--- src/rtl/bpc_pkg.sv ---
package bpc_pkg;

  localparam int ADDR_W = 5;
  localparam int DATA_W = 64;

  localparam logic [1:0] REG_CAL_A = 2'd0;
  localparam logic [1:0] REG_CAL_B = 2'd1;
  localparam logic [1:0] REG_CAL_C = 2'd2;

  localparam int TDIV_DW = 27;
  localparam int TDIV_VW = 17;
  localparam int TDIV_SW = 35;

  localparam int PDIV_DW = 32;
  localparam int PDIV_VW = 17;
  localparam int PDIV_SW = 29;

  localparam logic signed [29:0] B6_OFFSET   = 30'sd4000;
  localparam logic [31:0]        B4_OFFSET   = 32'd32768;
  localparam logic [31:0]        B7_SCALE    = 32'd50000;
  localparam logic signed [31:0] P_COEF_SQ   = 32'sd3038;
  localparam logic signed [31:0] P_COEF_LIN  = -32'sd7357;
  localparam logic signed [17:0] P_COEF_OFS  = 18'sd3791;
  localparam logic signed [31:0] P_MAX       = 32'sd1048575;
  localparam logic signed [25:0] T_MAX       = 26'sd32767;
  localparam logic signed [25:0] T_MIN       = -26'sd32768;

endpackage

--- src/rtl/bpc_div_cell.sv ---
module bpc_div_cell
  import bpc_pkg::*;
#(
  parameter int DW = 32,
  parameter int VW = 17,
  parameter int SW = 1
) (
  input  logic          clk,
  input  logic          rst,
  input  logic          en,
  input  logic          in_valid,
  input  logic [VW-1:0] in_rem,
  input  logic [DW-1:0] in_quo,
  input  logic [VW-1:0] in_dvs,
  input  logic [SW-1:0] in_side,
  output logic          out_valid,
  output logic [VW-1:0] out_rem,
  output logic [DW-1:0] out_quo,
  output logic [VW-1:0] out_dvs,
  output logic [SW-1:0] out_side
);

  logic [VW:0]   trial;
  logic [VW:0]   diff;
  logic          qbit;
  logic [VW-1:0] rem_next;

  assign trial    = {in_rem, in_quo[DW-1]};
  assign diff     = trial - {1'b0, in_dvs};
  assign qbit     = (trial >= {1'b0, in_dvs});
  assign rem_next = qbit ? diff[VW-1:0] : trial[VW-1:0];

  always_ff @(posedge clk) begin
    if (rst) begin
      out_valid <= 1'b0;
    end else if (en) begin
      out_valid <= in_valid;
    end
  end

  always_ff @(posedge clk) begin
    if (en) begin
      out_rem  <= rem_next;
      out_quo  <= {in_quo[DW-2:0], qbit};
      out_dvs  <= in_dvs;
      out_side <= in_side;
    end
  end

endmodule

--- src/rtl/bpc_div_chain.sv ---
module bpc_div_chain
  import bpc_pkg::*;
#(
  parameter int DW = 32,
  parameter int VW = 17,
  parameter int SW = 1
) (
  input  logic          clk,
  input  logic          rst,
  input  logic          en,
  input  logic          in_valid,
  input  logic [DW-1:0] dividend,
  input  logic [VW-1:0] divisor,
  input  logic [SW-1:0] in_side,
  output logic          out_valid,
  output logic [DW-1:0] quotient,
  output logic [SW-1:0] out_side
);

  logic          v   [DW+1];
  logic [VW-1:0] rem [DW+1];
  logic [DW-1:0] quo [DW+1];
  logic [VW-1:0] dvs [DW+1];
  logic [SW-1:0] sd  [DW+1];

  assign v[0]   = in_valid;
  assign rem[0] = '0;
  assign quo[0] = dividend;
  assign dvs[0] = divisor;
  assign sd[0]  = in_side;

  for (genvar i = 0; i < DW; i++) begin : g_cell
    bpc_div_cell #(.DW(DW), .VW(VW), .SW(SW)) u_cell (
      .clk      (clk),
      .rst      (rst),
      .en       (en),
      .in_valid (v[i]),
      .in_rem   (rem[i]),
      .in_quo   (quo[i]),
      .in_dvs   (dvs[i]),
      .in_side  (sd[i]),
      .out_valid(v[i+1]),
      .out_rem  (rem[i+1]),
      .out_quo  (quo[i+1]),
      .out_dvs  (dvs[i+1]),
      .out_side (sd[i+1])
    );
  end

  assign out_valid = v[DW];
  assign quotient  = quo[DW];
  assign out_side  = sd[DW];

endmodule
--- config.mk ---
export PLATFORM = sky130hd
export DESIGN_NAME = bpc_div_chain
export DESIGN_NICKNAME = d
export VERILOG_FILES = /design/src/rtl/bpc_pkg.sv /design/src/rtl/bpc_div_cell.sv /design/src/rtl/bpc_div_chain.sv
export SDC_FILE = /design/constraint.sdc
export NUM_CORES = 2
export LEC_CHECK = 0
export ABC_CLOCK_PERIOD_IN_PS = 5520
export BUFFER_PORTS_ARGS = -buffer_cell sky130_fd_sc_hd__clkbuf_2
export CAP_MARGIN = 20
export CORE_ASPECT_RATIO = 0.8
export CORE_MARGIN = 1.5
export CORE_UTILIZATION = 50
export DETAILED_ROUTE_END_ITERATION = 10
export PLACE_DENSITY = 0.65
export SLEW_MARGIN = 25
export SYNTH_ARGS = -nofsm -noshare
export SYNTH_HDL_FRONTEND = slang
export SYNTH_SLANG_ARGS = --single-unit
--- constraint.sdc ---
create_clock -name clk -period 5.52 [get_ports clk]
set_clock_uncertainty 0.15 [all_clocks]
set_input_delay 0.276 -clock clk [delete_from_list [all_inputs] [get_ports clk]]
set_output_delay 0.276 -clock clk [all_outputs]
set_load 0.005 [all_outputs]
Yosys cells after proc, flatten, opt, wreduce, memory -nomap -nowiden
Cells that the tools add are included.
Storage, ports and cells
  flip-flop bits (word level): 2142
  latch bits: 0
  memory bits (writable): 0
  memory bits (read-only): 0
  bits of input ports: 54
  word-level logic and storage cells: 253
  memories kept: 0
Cells by class
  $add $sub $neg: 31
  $mul: 0
  div/mod/pow operators: 0
  $lt $le $gt $ge: 32
  eq/ne operators: 0
  shifts and indexed selects: 0
  multiplexer cells: 31
  bitwise gates (word level): 0
  reductions and logical operators: 0
Operators by type and width (count)
  18-bit by 17-bit greater-or-equal comparator with 1-bit output: 31
  17-bit 2-to-1 mux: 30
  17-bit subtractor: 30
  1-bit by 17-bit greater-or-equal comparator with 1-bit output: 1
  1-bit by 17-bit subtractor with 17-bit output: 1
  1-bit 2-to-1 mux: 1

Depth between registers and ports, before layout
  depth in word-level cells: 2
  depth in mapped cells: 14
  depth with buffers taken out: 12

Hierarchy
From an unflattened synthesis, not the netlist that was laid out.
Second synthesis, totals
  cell total of the unflattened synthesis: 7521
  area total of the unflattened synthesis: 100860.5 um^2
Modules (own cells, without submodules)
  bpc_div_cell: times used 32, cells an instance 235, area an instance 3151.8 um^2, seq. area each 2031.9 um^2
  bpc_div_chain: times used 1, cells an instance 1, area an instance 3.8 um^2, seq. area each 0.0 um^2

Worst setup path before layout
Ideal clock, no wire load.
  path kind: flip-flop to flip-flop
  start: register g_cell[24].u_cell.out_quo[31]
  end: register g_cell[25].u_cell.out_rem[10] (data pin)
  library setup time: 0.260 ns
  arrival time: 2.860 ns
  required time: 5.110 ns
  path slack: 2.250 ns
  cell stages (with the launch flop): 14
  buffers on the path: 1
  cell sequence: edfxtp_1 inv_1 ha_1 inv_1 fa_1 a211oi_2 o21ai_0 a21oi_2 a21oi_1 o21ai_1 a21oi_1 a2111oi_4 buf_6 mux2_2
On the way
  longest elaborated chain between the ends: 2
RTL lines
  start, declared: RTL line bpc_div_cell.sv:18  | output logic [DW-1:0] out_quo,
  start signal, assigned: RTL line bpc_div_cell.sv:44  | out_quo <= {in_quo[DW-2:0], qbit};
  17-bit subtractor / 18-bit by 17-bit greater-or-equal comparator with 1-bit output (equally long branches): RTL line bpc_div_cell.sv:29, bpc_div_cell.sv:30
  17-bit 2-to-1 mux *: RTL line bpc_div_cell.sv:31  | assign rem_next = qbit ? diff[VW-1:0] : trial[VW-1:0];
  net g_cell[25].u_cell.rem_next[10]: RTL line bpc_div_cell.sv:26  | logic [VW-1:0] rem_next;
  end signal, assigned: RTL line bpc_div_cell.sv:43  | out_rem <= rem_next;
  end, declared: RTL line bpc_div_cell.sv:17  | output logic [VW-1:0] out_rem,
The timed path passes the listed nets; every way through them passes the cells marked *.
A chain may end at the register's enable or synchronous reset.

Worst setup path in the final report
  start: register g_cell[27].u_cell.out_quo[31]
  end: register g_cell[28].u_cell.out_rem[1] (data pin)
On the way
  longest elaborated chain between the ends: 2
RTL lines (RTL line)
  start, declared: bpc_div_cell.sv:18
  start signal, assigned: bpc_div_cell.sv:44
  17-bit subtractor / 18-bit by 17-bit greater-or-equal comparator with 1-bit output (equally long branches): bpc_div_cell.sv:29, bpc_div_cell.sv:30
  17-bit 2-to-1 mux *: bpc_div_cell.sv:31
  net g_cell[28].u_cell.rem_next[1]: bpc_div_cell.sv:26
  end signal, assigned: bpc_div_cell.sv:43
  end, declared: bpc_div_cell.sv:17
Marked as above.

==> results_dict.tcl <==
set metrics [dict create \
    ff2ff_setup_slack_ps 1330 \
    seq_area_frac_synth_pct 66.8 \
    rsz0062_at_grt "false" \
    async_flop_share_pct 0 \
    cts_tree "built" \
    routed_wirelength_um 164000 \
    area_growth_pct 12.1 \
    path_class "reg2reg" \
    synth_cells 6570 \
    die_x_um 493 \
    detail-route-antenna-nets 0 \
    grt_antenna_before_repair 2 \
    timing.rr.end "g_cell[28].u_cell.out_rem[1]$_DFFE_PP_" \
    port_buffers 87 \
    comb_power_share_pct 34.9 \
    fmaxAchievable_mhz 239 \
    pin_count 88 \
    grt_pass1_wl_um 267000 \
    grt_max_degree 182 \
    p_sw_mw 18.1 \
    core_area_sq_mm 0.190 \
    viasPerCell 5.29 \
    yosys_warnings 0 \
    clk_pin_slew_ps 60 \
    drt_first_pass_iters 7 \
    rr_startpoint "g_cell[27].u_cell.out_quo[31]$_DFFE_PP_" \
    drive_above_1_share_pct 12.4 \
    avgSynthCellArea_sq_um 14.6 \
    intPower_mw 39.7 \
    place.gp.congestion 0.885 \
    start_util_pct 50.4 \
    swShare_pct 31.3 \
    route.detailed.drc 0 \
    grt-ovfl-total 0 \
    layout_common_cells "edfxtp_1 (2110), inv_1 (676), ha_1 (529)" \
    synth_top_cell_by_area "edfxtp_1" \
    wire_per_inst_um 17.0 \
    cts_htree_levels 4 \
    worstSetupEndpointType "flop" \
    cts_sinks 2142 \
    syn_nets 7183 \
    place_hpwl_um 112000 \
    crit_fanout 22 \
    synth-seq-cells 2142 \
    setup_tns_ps 0 \
    cap_viol_max_count 0 \
    min_to "g_cell[0].u_cell.out_dvs[1]$_DFFE_PP_" \
    layout_commonest_cell "edfxtp_1" \
    synth_top_area_share_pct 66.1 \
    p_total_mw 57.8 \
    first_iter_violations 3740 \
    relSlewSlack_pct 34.3 \
    p_clk_share_pct 24.1 \
    crit_arrival_ps 4620 \
    root_buffer "clkbuf_16" \
    fin_nets 7571 \
    grtUsageTotal_pct 16.9 \
    synth_ff_type "edfxtp_1" \
    ys_types 87 \
    outcome "complete, no violations" \
    rows 143 \
    worstPathRequired_ps 5950 \
    drv_slew 0 \
    ir_worst_vdd_mv 0.294 \
    ys_top_cells_by_area "edfxtp_1 (66%), ha_1 (6.9%), mux2_2 (3.8%), inv_1 (2.6%), xnor2_1 (2.5%)" \
    min_period_ps 4190 \
    numCtsBuffers 206 \
    min_from "divisor[1]" \
    startpoint_type "flop" \
    fp.dieH_um 395 \
    grt_pass1_vias 50386 \
    setup_viol_count_final 0 \
    post-route-period-util_pct 75.8 \
    hp-class "in2reg" \
    cts.repair.resized 0 \
    pwr-share-seq_pct 41.0 \
    p_per_area_mw_per_mm2 538 \
    cts.path.max_buffers 3 \
    synth_area_sq_mm 0.0959 \
    postCtsSetupRepairBufs 0 \
    ff2ff_path_depth 11 \
    worst_slew_pin_slew_ps 980 \
    die-area_sq_mm 0.194 \
    vias 51161 \
    hold_viol 0 \
    fin_util_pct 56.5 \
    clk_latency_ps 840 \
    p_leak_nw 41.2 \
    synth_edf_count 2110 \
    worst_hold_path.num_cells 2 \
]
cell usage after synthesis, types with 15 or more instances:
cell,count
edfxtp_1,2110
inv_1,676
ha_1,529
a21oi_1,386
nor2_1,327
mux2_2,321
xnor2_1,275
nand2_1,248
o21ai_0,241
a21o_1,157
xor2_1,138
o21bai_1,96
nor3_1,85
nand4_1,78
o21a_1,61
mux2i_1,60
nand3_1,56
nand2b_1,41
a211oi_1,37
o31a_1,36
nor2b_1,34
or3_1,33
dfxtp_1,32
and3_1,31
a31oi_1,30
fa_1,30
clkbuf_1,28
a211o_1,24
mux2_4,24
o21ai_1,24
or2_2,23
o211ai_1,22
a21oi_2,16
buf_6,16
o31ai_1,16
and2_1,15
final cells by class:
class | count | area [sq um]
repair buffers | 249 | 2060
fillers | 14857 | 82700
multi-input cells | 3682 | 28900
inverters | 677 | 2540
diodes | 3 | 7.51
clock buffers | 251 | 5360
flip-flops and latches | 2142 | 64000
clock inverters | 132 | 1420
well taps | 2537 | 3170
worst max-delay path by stage:
| stage | startpoint | to | slack (ps) | depth (start not counted) |
|---|---|---|---|---|
| finish | g_cell[27].u_cell.out_quo[31]$_DFFE_PP_ | g_cell[28].u_cell.out_rem[1]$_DFFE_PP_ | 1330 | 11 |
| global route | g_cell[27].u_cell.out_quo[31]$_DFFE_PP_ | g_cell[28].u_cell.out_rem[11]$_DFFE_PP_ | 1030 | 12 |
| CTS | g_cell[27].u_cell.out_quo[31]$_DFFE_PP_ | g_cell[28].u_cell.out_rem[1]$_DFFE_PP_ | 1350 | 11 |
| detailed placement | g_cell[27].u_cell.out_quo[31]$_DFFE_PP_ | g_cell[28].u_cell.out_rem[1]$_DFFE_PP_ | 1380 | 11 |
| global placement | g_cell[27].u_cell.out_quo[31]$_DFFE_PP_ | g_cell[28].u_cell.out_rem[1]$_DFFE_PP_ | 1430 | 11 |
| floorplan | g_cell[24].u_cell.out_quo[31]$_DFFE_PP_ | g_cell[25].u_cell.out_rem[10]$_DFFE_PP_ | 2250 | 13 |
power by group through the flow:
stage	logic (mW)	registers, mW	clock network (mW)
global route	22.5	24.0	15.1
detailed placement	19.9	24.1	0
CTS	20.1	23.8	14.4
floorplan	16.3	23.2	0
finish	20.2	23.7	13.9
global placement	19.5	24.1	0
worst max-delay path, cell delays in order (launching register included):
cell and delay, ps:
edfxtp_1 380, inv_1 70, ha_1 180, inv_1 70, fa_1 430, a211oi_1 350, o21ai_0 190, a21oi_1 370
o31ai_1 180, a221o_1 360, a31oi_2 790, mux2_2 410
flip-flops by register name (all words and copies together) (netlist names):
signal,count
g_cell.u_cell.out_quo,1024
g_cell.u_cell.out_side,32
g_cell.u_cell.out_rem,527
g_cell.u_cell.out_valid,32
g_cell.u_cell.out_dvs,527
through the flow:
step | instance area [sq um] | cells | worst slack [ps] | hold slack, ps
2_1_floorplan | 95900 | 6570 | 2250 | 198
3_3_place_gp | 99700 | 9182 | 1430 | 250
3_5_place_dp | 99700 | 9185 | 1380 | 255
4_1_cts | 107000 | 9670 | 1350 | 4.93
5_1_grt | 108000 | 9670 | 1030 | 50.5
6_report | 108000 | 9673 | 1330 | 100
cells by family after synthesis:
kind of cell / count (synthesis) / synth area share (%)
AO/OA/AOI/OAI: 1286 / 8.99
AND/OR/NAND/NOR: 1009 / 4.95
flip-flops: 2142 / 66.8
XOR/XNOR: 413 / 3.77
buffers and inverters: 746 / 3.11
adder cells (fa/ha/maj): 559 / 7.53
multiplexers: 415 / 4.89
routing by layer:
layer | track usage, % | part of all wire [%]
met3 | 2.95 | 4.2
met4 | 4.34 | 2.1
met5 | 0 | 0
met1 | 25.4 | 50
met2 | 25.4 | 44
repair_timing:
item                                   CTS  global route
setup endpoints to repair                0             0
endpoints found under the hold margin  200             0
hold buffers                           102             0
Note: power is estimated with default switching activity, not from simulation.
